## src/rtl/sqln_pkg.sv

```systemverilog
// Shared types, character constants and helper functions for the SQL text
// literal normalizer. No dependencies; every file but the two interfaces imports it.
`default_nettype none

package sqln_pkg;

  localparam int PENDING_DEPTH_DEF = 16;

  localparam logic [7:0] CH_NUL    = 8'h00;
  localparam logic [7:0] CH_TAB    = 8'h09;
  localparam logic [7:0] CH_CR     = 8'h0D;
  localparam logic [7:0] CH_SPACE  = 8'h20;
  localparam logic [7:0] CH_DOLLAR = 8'h24;
  localparam logic [7:0] CH_PCT    = 8'h25;
  localparam logic [7:0] CH_QUOTE  = 8'h27;
  localparam logic [7:0] CH_STAR   = 8'h2A;
  localparam logic [7:0] CH_PLUS   = 8'h2B;
  localparam logic [7:0] CH_MINUS  = 8'h2D;
  localparam logic [7:0] CH_DOT    = 8'h2E;
  localparam logic [7:0] CH_ZERO   = 8'h30;
  localparam logic [7:0] CH_NINE   = 8'h39;
  localparam logic [7:0] CH_SEMI   = 8'h3B;
  localparam logic [7:0] CH_LT     = 8'h3C;
  localparam logic [7:0] CH_EQ     = 8'h3D;
  localparam logic [7:0] CH_GT     = 8'h3E;

  localparam logic [6:0] LIT_MAX = 7'd99;

  typedef enum logic [1:0] {
    KIND_TEXT    = 2'd0,
    KIND_LITERAL = 2'd1,
    KIND_END     = 2'd2
  } kind_t;

  typedef enum logic [1:0] {
    MODE_NORMAL = 2'd0,
    MODE_NUMBER = 2'd1,
    MODE_STRING = 2'd2
  } mode_t;

  // What an accepted byte does, decided from the byte and the scan state.
  typedef enum logic [2:0] {
    ACT_NONE,
    ACT_LIT,
    ACT_PUSH,
    ACT_OPEN,
    ACT_TEXT
  } act_t;

  typedef enum logic [2:0] {
    SRC_PEND,
    SRC_DOLLAR,
    SRC_TENS,
    SRC_ONES,
    SRC_LIT,
    SRC_TEXT,
    SRC_END
  } src_t;

  typedef enum logic [3:0] {
    ST_IDLE,
    ST_ROLL,
    ST_FLUSH,
    ST_DOLLAR,
    ST_TENS,
    ST_ONES,
    ST_LIT,
    ST_TEXT,
    ST_END
  } state_t;

  typedef struct packed {
    logic accept;
    logic emit;
    src_t src;
    logic pop;
    logic roll;
    logic clear;
  } cmd_t;

  typedef struct packed {
    act_t act;
    logic pend_full;
    logic pend_empty;
    logic pend_last;
    logic tens_needed;
    logic eos;
    logic slot_free;
  } status_t;

  function automatic logic is_delim(input logic [7:0] c);
    return (c == CH_PLUS) || (c == CH_MINUS) || (c == CH_STAR) || (c == CH_PCT) ||
           (c == CH_EQ) || (c == CH_LT) || (c == CH_GT) || (c == CH_SPACE);
  endfunction

  // Multiply by 205/2048 gives the exact quotient by ten for values below 1029.
  function automatic logic [3:0] tens_of(input logic [6:0] v);
    logic [14:0] p;
    p = 15'(v) * 15'd205;
    return p[14:11];
  endfunction

  function automatic logic [3:0] ones_of(input logic [6:0] v);
    logic [6:0] r;
    r = v - 7'(tens_of(v)) * 7'd10;
    return r[3:0];
  endfunction

endpackage

`default_nettype wire

```

## src/rtl/sqln_in_if.sv

```systemverilog
// Input channel of the normalizer: valid/ready handshake with one text byte
// and its end-of-statement flag. Depends on nothing.
`default_nettype none

interface sqln_in_if;
  logic       valid;
  logic       ready;
  logic [7:0] ch;
  logic       end_of_statement;

  modport source (output valid, output ch, output end_of_statement, input ready);
  modport sink (input valid, input ch, input end_of_statement, output ready);
endinterface

`default_nettype wire

```

## src/rtl/sqln_out_if.sv

```systemverilog
// Output channel of the normalizer: valid/ready handshake with one result
// word. Depends on nothing.
`default_nettype none

interface sqln_out_if;
  logic       valid;
  logic       ready;
  logic [7:0] out_byte;
  logic [1:0] kind;
  logic [6:0] literal_number;
  logic       last;

  modport source (output valid, output out_byte, output kind, output literal_number,
                  output last, input ready);
  modport sink (input valid, input out_byte, input kind, input literal_number,
                input last, output ready);
endinterface

`default_nettype wire

```

## src/rtl/sqln_dp.sv

```systemverilog
// Datapath of the normalizer: scan state, held-back space/semicolon queue,
// literal counter and the output register. Uses sqln_pkg.
`default_nettype none

module sqln_dp
  import sqln_pkg::*;
#(
  parameter int PENDING_DEPTH = PENDING_DEPTH_DEF
) (
  input  wire          clk,
  input  wire          rst,
  input  wire  [7:0]   ch,
  input  wire          end_of_statement,
  input  cmd_t         cmd,
  output status_t      status,
  input  wire          out_ready,
  output logic         out_valid,
  output logic [7:0]   out_byte,
  output logic [1:0]   out_kind,
  output logic [6:0]   out_number,
  output logic         out_last
);

  localparam int LENW = $clog2(PENDING_DEPTH + 1);
  localparam int IDXW = $clog2(PENDING_DEPTH);

  mode_t                    mode;
  logic [7:0]               prev_char;
  logic                     at_start;
  logic [6:0]               lit_count;
  logic [PENDING_DEPTH-1:0] pend_bits;
  logic [LENW-1:0]          pend_len;
  logic [7:0]               held_ch;
  logic                     held_eos;

  logic       is_digit;
  logic       is_ws;
  logic       is_semi;
  logic       delim;
  act_t       act;
  logic [6:0] count_next;
  logic       pend_full;

  logic [7:0] word_byte;
  logic [1:0] word_kind;
  logic [6:0] word_number;
  logic       word_last;

  always_comb begin
    is_digit   = (ch >= CH_ZERO) && (ch <= CH_NINE);
    is_ws      = (ch == CH_SPACE) || ((ch >= CH_TAB) && (ch <= CH_CR));
    is_semi    = (ch == CH_SEMI);
    delim      = at_start || is_delim(prev_char);
    count_next = (lit_count < LIT_MAX) ? lit_count + 7'd1 : lit_count;
    pend_full  = (pend_len == LENW'(PENDING_DEPTH));

    if ((mode == MODE_NUMBER) && (is_digit || (ch == CH_DOT))) begin
      act = ACT_LIT;
    end else if (mode == MODE_STRING) begin
      act = ACT_LIT;
    end else if (is_ws) begin
      act = (!at_start && (prev_char != CH_SPACE)) ? ACT_PUSH : ACT_NONE;
    end else if (is_semi) begin
      act = ACT_PUSH;
    end else if ((is_digit || (ch == CH_QUOTE)) && delim) begin
      act = ACT_OPEN;
    end else begin
      act = ACT_TEXT;
    end

    status.act         = act;
    status.pend_full   = pend_full;
    status.pend_empty  = (pend_len == '0);
    status.pend_last   = (pend_len == LENW'(1));
    status.tens_needed = (lit_count >= 7'd10);
    status.eos         = held_eos;
    status.slot_free   = !out_valid || out_ready;
  end

  always_ff @(posedge clk) begin
    if (cmd.accept) begin
      held_ch  <= ch;
      held_eos <= end_of_statement;
    end
  end

  always_ff @(posedge clk) begin
    if (rst) begin
      mode      <= MODE_NORMAL;
      prev_char <= CH_NUL;
      at_start  <= 1'b1;
      lit_count <= '0;
      pend_bits <= '0;
      pend_len  <= '0;
    end else if (cmd.clear) begin
      mode      <= MODE_NORMAL;
      prev_char <= CH_NUL;
      at_start  <= 1'b1;
      lit_count <= '0;
      pend_bits <= '0;
      pend_len  <= '0;
    end else if (cmd.accept) begin
      case (act)
        ACT_LIT: begin
          if ((mode == MODE_STRING) && (ch == CH_QUOTE)) begin
            mode <= MODE_NORMAL;
          end
        end
        ACT_NONE: begin
          mode <= MODE_NORMAL;
        end
        ACT_PUSH: begin
          mode      <= MODE_NORMAL;
          prev_char <= is_semi ? CH_SEMI : CH_SPACE;
          if (is_semi) begin
            at_start <= 1'b0;
          end
          // A full queue makes room first; the roll step inserts the byte.
          if (!pend_full) begin
            pend_bits[pend_len[IDXW-1:0]] <= is_semi;
            pend_len                      <= pend_len + LENW'(1);
          end
        end
        ACT_OPEN: begin
          mode      <= is_digit ? MODE_NUMBER : MODE_STRING;
          lit_count <= count_next;
          prev_char <= CH_ZERO + {4'b0000, ones_of(count_next)};
          at_start  <= 1'b0;
        end
        ACT_TEXT: begin
          mode      <= MODE_NORMAL;
          prev_char <= ch;
          at_start  <= 1'b0;
        end
        default: begin
          mode <= mode;
        end
      endcase
    end else if (cmd.roll) begin
      pend_bits <= {(held_ch == CH_SEMI), pend_bits[PENDING_DEPTH-1:1]};
    end else if (cmd.pop) begin
      pend_bits <= pend_bits >> 1;
      pend_len  <= pend_len - LENW'(1);
    end
  end

  always_comb begin
    word_byte   = CH_NUL;
    word_kind   = KIND_TEXT;
    word_number = '0;
    word_last   = 1'b0;
    case (cmd.src)
      SRC_PEND:   word_byte = pend_bits[0] ? CH_SEMI : CH_SPACE;
      SRC_DOLLAR: word_byte = CH_DOLLAR;
      SRC_TENS:   word_byte = CH_ZERO + {4'b0000, tens_of(lit_count)};
      SRC_ONES:   word_byte = CH_ZERO + {4'b0000, ones_of(lit_count)};
      SRC_LIT: begin
        word_byte   = held_ch;
        word_kind   = KIND_LITERAL;
        word_number = lit_count;
      end
      SRC_TEXT:   word_byte = held_ch;
      SRC_END: begin
        word_kind = KIND_END;
        word_last = 1'b1;
      end
      default:    word_byte = CH_NUL;
    endcase
  end

  always_ff @(posedge clk) begin
    if (rst) begin
      out_valid <= 1'b0;
    end else if (cmd.emit) begin
      out_valid <= 1'b1;
    end else if (out_ready) begin
      out_valid <= 1'b0;
    end
  end

  always_ff @(posedge clk) begin
    if (cmd.emit) begin
      out_byte   <= word_byte;
      out_kind   <= word_kind;
      out_number <= word_number;
      out_last   <= word_last;
    end
  end

endmodule

`default_nettype wire

```

## src/rtl/sqln_ctrl.sv

```systemverilog
// Controller of the normalizer: sequences the result words of one input byte
// (queue flush, tag digits, literal or text byte, end marker). Uses sqln_pkg.
`default_nettype none

module sqln_ctrl
  import sqln_pkg::*;
(
  input  wire     clk,
  input  wire     rst,
  input  wire     in_valid,
  output logic    in_ready,
  input  status_t status,
  output cmd_t    cmd
);

  state_t state;
  state_t state_next;
  logic   opening;
  logic   opening_next;
  state_t done_state;

  always_ff @(posedge clk) begin
    if (rst) begin
      state   <= ST_IDLE;
      opening <= 1'b0;
    end else begin
      state   <= state_next;
      opening <= opening_next;
    end
  end

  always_comb begin
    state_next   = state;
    opening_next = opening;
    in_ready     = 1'b0;
    cmd          = '{accept: 1'b0, emit: 1'b0, src: SRC_PEND, pop: 1'b0,
                     roll: 1'b0, clear: 1'b0};
    done_state   = status.eos ? ST_END : ST_IDLE;

    case (state)
      ST_IDLE: begin
        in_ready = 1'b1;
        if (in_valid) begin
          cmd.accept = 1'b1;
          // The end flag is not registered yet, so route on the live input.
          case (status.act)
            ACT_LIT:  state_next = ST_LIT;
            ACT_NONE: state_next = ST_END;
            ACT_PUSH: state_next = status.pend_full ? ST_ROLL : ST_END;
            ACT_OPEN: begin
              opening_next = 1'b1;
              state_next   = status.pend_empty ? ST_DOLLAR : ST_FLUSH;
            end
            ACT_TEXT: begin
              opening_next = 1'b0;
              state_next   = status.pend_empty ? ST_TEXT : ST_FLUSH;
            end
            default:  state_next = ST_IDLE;
          endcase
        end
      end
      ST_ROLL: begin
        cmd.src = SRC_PEND;
        if (status.slot_free) begin
          cmd.emit   = 1'b1;
          cmd.roll   = 1'b1;
          state_next = done_state;
        end
      end
      ST_FLUSH: begin
        cmd.src = SRC_PEND;
        if (status.slot_free) begin
          cmd.emit = 1'b1;
          cmd.pop  = 1'b1;
          if (status.pend_last) begin
            state_next = opening ? ST_DOLLAR : ST_TEXT;
          end
        end
      end
      ST_DOLLAR: begin
        cmd.src = SRC_DOLLAR;
        if (status.slot_free) begin
          cmd.emit   = 1'b1;
          state_next = status.tens_needed ? ST_TENS : ST_ONES;
        end
      end
      ST_TENS: begin
        cmd.src = SRC_TENS;
        if (status.slot_free) begin
          cmd.emit   = 1'b1;
          state_next = ST_ONES;
        end
      end
      ST_ONES: begin
        cmd.src = SRC_ONES;
        if (status.slot_free) begin
          cmd.emit   = 1'b1;
          state_next = ST_LIT;
        end
      end
      ST_LIT: begin
        cmd.src = SRC_LIT;
        if (status.slot_free) begin
          cmd.emit   = 1'b1;
          state_next = done_state;
        end
      end
      ST_TEXT: begin
        cmd.src = SRC_TEXT;
        if (status.slot_free) begin
          cmd.emit   = 1'b1;
          state_next = done_state;
        end
      end
      ST_END: begin
        // Entered right after accept too; the end flag is registered by then.
        if (!status.eos) begin
          state_next = ST_IDLE;
        end else begin
          cmd.src = SRC_END;
          if (status.slot_free) begin
            cmd.emit   = 1'b1;
            cmd.clear  = 1'b1;
            state_next = ST_IDLE;
          end
        end
      end
      default: begin
        state_next = ST_IDLE;
      end
    endcase
  end

endmodule

`default_nettype wire

```

## src/rtl/sql_text_literal_normalizer_top.sv

```systemverilog
// A result word is registered at its emit step and shows on the output in the
// next cycle. The input is ready only in the idle state, once every result word
// of the previous byte has been emitted. The emit sequencer sends one word per
// cycle while the output is not stalled, through a single output register.
// Reset (rst, synchronous) empties the queue and returns the scan state to the
// start of a statement. Uses sqln_pkg, sqln_in_if, sqln_out_if, sqln_ctrl, sqln_dp.
`default_nettype none

module sql_text_literal_normalizer_top
  import sqln_pkg::*;
#(
  parameter int PENDING_DEPTH = PENDING_DEPTH_DEF
) (
  input wire          clk,
  input wire          rst,
  sqln_in_if.sink     in_chan,
  sqln_out_if.source  out_chan
);

  cmd_t    cmd;
  status_t status;

  sqln_ctrl u_ctrl (
    .clk      (clk),
    .rst      (rst),
    .in_valid (in_chan.valid),
    .in_ready (in_chan.ready),
    .status   (status),
    .cmd      (cmd)
  );

  sqln_dp #(
    .PENDING_DEPTH (PENDING_DEPTH)
  ) u_dp (
    .clk              (clk),
    .rst              (rst),
    .ch               (in_chan.ch),
    .end_of_statement (in_chan.end_of_statement),
    .cmd              (cmd),
    .status           (status),
    .out_ready        (out_chan.ready),
    .out_valid        (out_chan.valid),
    .out_byte         (out_chan.out_byte),
    .out_kind         (out_chan.kind),
    .out_number       (out_chan.literal_number),
    .out_last         (out_chan.last)
  );

endmodule

`default_nettype wire

```

## src/flat_wrapper.sv

```systemverilog
// flat-port wrapper written by rule: the top's interface ports become plain ports
module sql_text_literal_normalizer_top_flat import sqln_pkg::*;
#(
  parameter int PENDING_DEPTH = PENDING_DEPTH_DEF
)
  (clk, rst, in_chan_valid, in_chan_ch, in_chan_end_of_statement, in_chan_ready, out_chan_valid, out_chan_out_byte, out_chan_kind, out_chan_literal_number, out_chan_last, out_chan_ready);
  sqln_in_if in_chan_i ();
  sqln_out_if out_chan_i ();
  input wire clk;
  input wire rst;
  input wire logic [$bits(in_chan_i.valid)-1:0] in_chan_valid;
  input wire logic [$bits(in_chan_i.ch)-1:0] in_chan_ch;
  input wire logic [$bits(in_chan_i.end_of_statement)-1:0] in_chan_end_of_statement;
  output wire logic [$bits(in_chan_i.ready)-1:0] in_chan_ready;
  output wire logic [$bits(out_chan_i.valid)-1:0] out_chan_valid;
  output wire logic [$bits(out_chan_i.out_byte)-1:0] out_chan_out_byte;
  output wire logic [$bits(out_chan_i.kind)-1:0] out_chan_kind;
  output wire logic [$bits(out_chan_i.literal_number)-1:0] out_chan_literal_number;
  output wire logic [$bits(out_chan_i.last)-1:0] out_chan_last;
  input wire logic [$bits(out_chan_i.ready)-1:0] out_chan_ready;
  assign in_chan_i.valid = in_chan_valid;
  assign in_chan_i.ch = in_chan_ch;
  assign in_chan_i.end_of_statement = in_chan_end_of_statement;
  assign in_chan_ready = in_chan_i.ready;
  assign out_chan_valid = out_chan_i.valid;
  assign out_chan_out_byte = out_chan_i.out_byte;
  assign out_chan_kind = out_chan_i.kind;
  assign out_chan_literal_number = out_chan_i.literal_number;
  assign out_chan_last = out_chan_i.last;
  assign out_chan_i.ready = out_chan_ready;
  sql_text_literal_normalizer_top #(.PENDING_DEPTH(PENDING_DEPTH)) u_core (.clk(clk), .rst(rst), .in_chan(in_chan_i), .out_chan(out_chan_i));
endmodule
```

## config.mk

```make
export PLATFORM = sky130hd
export DESIGN_NAME = sql_text_literal_normalizer_top_flat
export DESIGN_NICKNAME = d
export VERILOG_FILES = /design/src/rtl/sqln_pkg.sv /design/src/rtl/sqln_in_if.sv /design/src/rtl/sqln_out_if.sv /design/src/rtl/sqln_dp.sv /design/src/rtl/sqln_ctrl.sv /design/src/rtl/sql_text_literal_normalizer_top.sv /design/src/flat_wrapper.sv
export SDC_FILE = /design/constraint.sdc
export NUM_CORES = 1
export LEC_CHECK = 0
export BUFFER_PORTS_ARGS = -buffer_cell sky130_fd_sc_hd__buf_2
export CAP_MARGIN = 20
export CORE_MARGIN = 5
export CORE_UTILIZATION = 57
export CTS_CLUSTER_DIAMETER = 50
export CTS_CLUSTER_SIZE = 20
export DETAILED_ROUTE_END_ITERATION = 7
export GPL_TIMING_DRIVEN = 0
export PLACE_DENSITY = 0.82
export REMOVE_ABC_BUFFERS = 1
export SYNTH_ARGS = -nofsm -noshare
export SYNTH_HDL_FRONTEND = slang
export SYNTH_HIERARCHICAL = 1
export SYNTH_SLANG_ARGS = --single-unit
```

## constraint.sdc

```tcl
create_clock -name clk -period 6.4 [get_ports clk]
set_clock_uncertainty 0.15 [all_clocks]
set_input_delay 0.64 -clock clk [delete_from_list [all_inputs] [get_ports clk]]
set_output_delay 0.64 -clock clk [all_outputs]
set_load 0.02 [all_outputs]
```

==> key figures <==
Hold path
  • Type of the worst min-delay path: primary input to flip-flop

Clock tree
  • # H-tree levels: 3
  • CTS Buf Count: 9
  • CTS tree: built
  • Worst skew pair latency: 0.35 ns
  • Max Root-Sink Buffers: 2
  • CTS Hold Bufs: 0
  • Clk slew on worst S/H paths: approximately 0.080 ns
  • Clk sinks: between 70 and 80
  • Root Buffer: clkbuf_8

STA
  • Maximum clock rate: 151 MHz
  • Setup TNS: -0.210 ns
  • Hold WS: 0.313 ns
  • Final Cycle Share: 103%
  • Max-slew violations: 0
  • Final hold vios: 0
  • Worst-Margin Slew: between 0.9 and 1 ns
  • Final worst slack: -0.210 ns
  • Unrepaired setup endpoints after global routing: true
  • Max-slew headroom: 37.8%
  • Setup-failing EPs final: 1
  • Crit path time final: roughly 6.6 ns

Route
  • Routed len/inst: roughly 17 um
  • Vias per std cell: 6.04
  • WL final: ~14 mm
  • Residual DRC: 0
  • Post-route ant nets: 0
  • Total iterations of the first detailed-routing run: 7
  • DRT iter0 DRCs: 603
  • DR vias: 5028

Synth
  • Async SR Flop Fraction: 0%
  • Synthesized instance count: 650
  • #FFs+latches synth: 72
  • Syn_area_per_cell: roughly 9.3 sq um
  • Mapped Area: 0.00601 sq mm
  • Dominant synthesized flop cell: dfxtp_1
  • Seq/Total Area, Yosys: 28.5%
  • Unique cell type count in the Yosys netlist: 83
  • Synth Warn #: 6
  • Post-synth EDFFs: 27

Place
  • RePlAce Congestion: 0.901
  • Placed Cells: 797
  • Placed inst area: 0.00625 sq mm
  • Port Buffers: 32
  • DP Wirelength: 9.59 mm

Critical path
  • CP Class: flip-flop to flip-flop
  • Max incr delay on CP: approximately 0.56 ns
  • CP Data Required Time: 6.54 ns
  • Crit. End Element: flip-flop
  • Crit start category: flip-flop
  • CP max stage cell: fa_1
  • CP max FO: 7
  • Critical Path AT: 6.75 ns

Power
  • VDD IR max: 206 uV
  • PwrDens: 283 mW/mm^2
  • Gate power share: about two fifths
  • Switching Fraction: 39.9%
  • P_sw: 0.778 mW
  • Clk network pwr share: 20.1%
  • P_leak: ~3.3 nW
  • Sequential cell fraction of total power: 38.5%
  • Cell Int Power: 1.17 mW

Layout
  • Most common library cell in the layout ignoring fill and taps: inv_1
  • Final std cells w/o fill: 833
  • Final core utilization: 66.9%
  • Synth-to-Final Area Change: 14.8%
  • Final nets: 804
  • Layout cell share with drive strength beyond 1: 20.1%
  • Fin area: around 0.0069 sq mm
  • Antenna diode count: 0
  • Commonest non-fill, non-tap cells in the layout: inv_1 (71), ha_1 (70), nor2_1 (48)

GRT
  • First-pass GRT wire length: 22.7 mm
  • GRT Total Usage: 21.6%
  • Gr ovfl total: 0
  • Largest net degree at the start of global routing: 45
  • Initial antenna violation count: 0
  • Vias in the first global route: just under 5000

Die
  • Die W: 113 um
  • Die Y: ~110 um
  • Std-Cell Rows: 37
  • Core ar.: 0.0103 sq mm
  • Die ar.: between 0.01 and 0.015 sq mm
  • I/O pin count: 33
  • Initial Utilization: 58.3%

Run status
  • Failing checks: negative setup slack
  • Run status: finished with violations

Flow run
  • Max-Cap Viols: 0
## cells by family after synthesis
family / count (synthesis) / share of synthesized area, %
and+or+nand+nor: 192 / 17.4
AOI/OAI and AO/OA: 147 / 18.2
buffers and inverters: 104 / 7.11
adders and majority gates: 99 / 22.8
DFF: 72 / 28.5
xor gates and xnor gates: 30 / 4.95
muxes: 6 / 1.02
## synth_stat cells (3+ instances only)
cell	instances	area share, %
inv_1	79	4.9
o22ai_1	4	0.42
nand3b_1	6	0.75
nand2b_1	7	0.73
o21ai_1	4	0.33
a2111oi_0	3	0.44
and3_1	11	1.1
or3_1	5	0.52
nor2_1	49	3.1
nand3_1	11	0.92
buf_2	4	0.33
nand4b_1	3	0.44
xnor2_1	21	3.1
nor3b_1	8	1.0
edfxtp_1	27	13
o221ai_1	14	2.0
o21ai_0	17	1.4
mux2i_1	5	0.83
nor3_1	9	0.75
dfxtp_1	45	15
xor2_1	6	0.87
or2_2	6	0.62
and2_1	10	1.0
ha_1	81	17
a21o_1	3	0.37
a31oi_1	3	0.31
o2111ai_1	4	0.58
o211a_1	15	2.5
nand2_1	40	2.5
clkbuf_1	12	0.75
fa_1	18	6.0
nor2b_1	3	0.31
a21oi_1	45	3.7
a221oi_1	4	0.58
o21bai_1	4	0.50
nand4_1	4	0.42
o21a_1	3	0.37
## state kept, by name (all words and copies together), names as in the netlist
register	count
u_core/u_ctrl/state	4
u_core/u_dp/prev_char	8
u_core/u_dp/at_start	1
u_core/u_dp/held_ch	8
u_core/u_dp/out_last	1
u_core/u_dp/out_number	7
u_core/u_dp/lit_count	7
u_core/u_dp/out_kind	2
u_core/u_ctrl/opening	1
u_core/u_dp/out_byte	8
u_core/u_dp/pend_len	5
u_core/u_dp/held_eos	1
u_core/u_dp/pend_bits	16
u_core/u_dp/mode	2
u_core/u_dp/out_valid	1
## worst paths after layout
kind / from / to / slack, ns / depth (start not counted)
max: u_core/u_dp/lit_count[2]$_SDFFE_PP0P_ / u_core/u_dp/prev_char[3]$_SDFFE_PP0P_ / -0.21 / 28
min: in_chan_end_of_statement / u_core/u_dp/held_eos$_DFFE_PP_ / 0.31 / 1
max reg2reg: u_core/u_dp/lit_count[2]$_SDFFE_PP0P_ / u_core/u_dp/prev_char[3]$_SDFFE_PP0P_ / -0.21 / 28
min reg2reg: u_core/u_dp/pend_bits[6]$_SDFFE_PP0P_ / u_core/u_dp/pend_bits[6]$_SDFFE_PP0P_ / 0.35 / 1
## critical path: cells and delay by family (launching register included)
kind	cells	cell delay [ns]
flip-flops	1	0.39
buffers and inverters	6	0.52
AND/OR/NAND/NOR	3	0.89
adder cells (fa/ha/maj)	7	2.29
XOR/XNOR	6	1.13
AO/OA/AOI/OAI	6	1.18
## area by class of cell
class | instances | area (sq um)
flip-flops and latches | 72 | 1730
fillers | 772 | 3420
well taps | 136 | 170
clock buffers | 9 | 124
inverters | 81 | 324
clock inverters | 7 | 93.8
repair buffers | 54 | 342
multi-input cells | 474 | 4120
## stage by stage
stage               worst slack, ns  total power [mW]
finish                       -0.210              1.95
detailed placement            -1.42              1.55
global route                 -0.400              2.08
floorplan                    -0.579              1.35
global placement              -1.28              1.51
CTS                          -0.178              1.95
## per-layer routing
metal / vias to the layer above / track usage, % / routed length, um
met5: - / 0 / 0
met1: 2366 / 27.3 / 5810
met4: 0 / 7.93 / 429
li1: 2399 / - / -
met3: 42 / 4.76 / 1090
met2: 221 / 36.3 / 7100
## power groups by stage
stage	Clock, mW	Sequential [mW]	Combinational [mW]
detailed placement	0	0.760	0.790
floorplan	0	0.817	0.528
global placement	0	0.755	0.760
finish	0.392	0.751	0.808
global route	0.415	0.770	0.894
CTS	0.396	0.749	0.800
## what timing repair did
action / CTS / global route
gates cloned: 0 / 0
setup buffers: 15 / 5
resized for setup: 44 / 23
pin swaps: 22 / 17
endpoints found under the setup margin: 3 / 2
(Power assumes the default switching activity.)
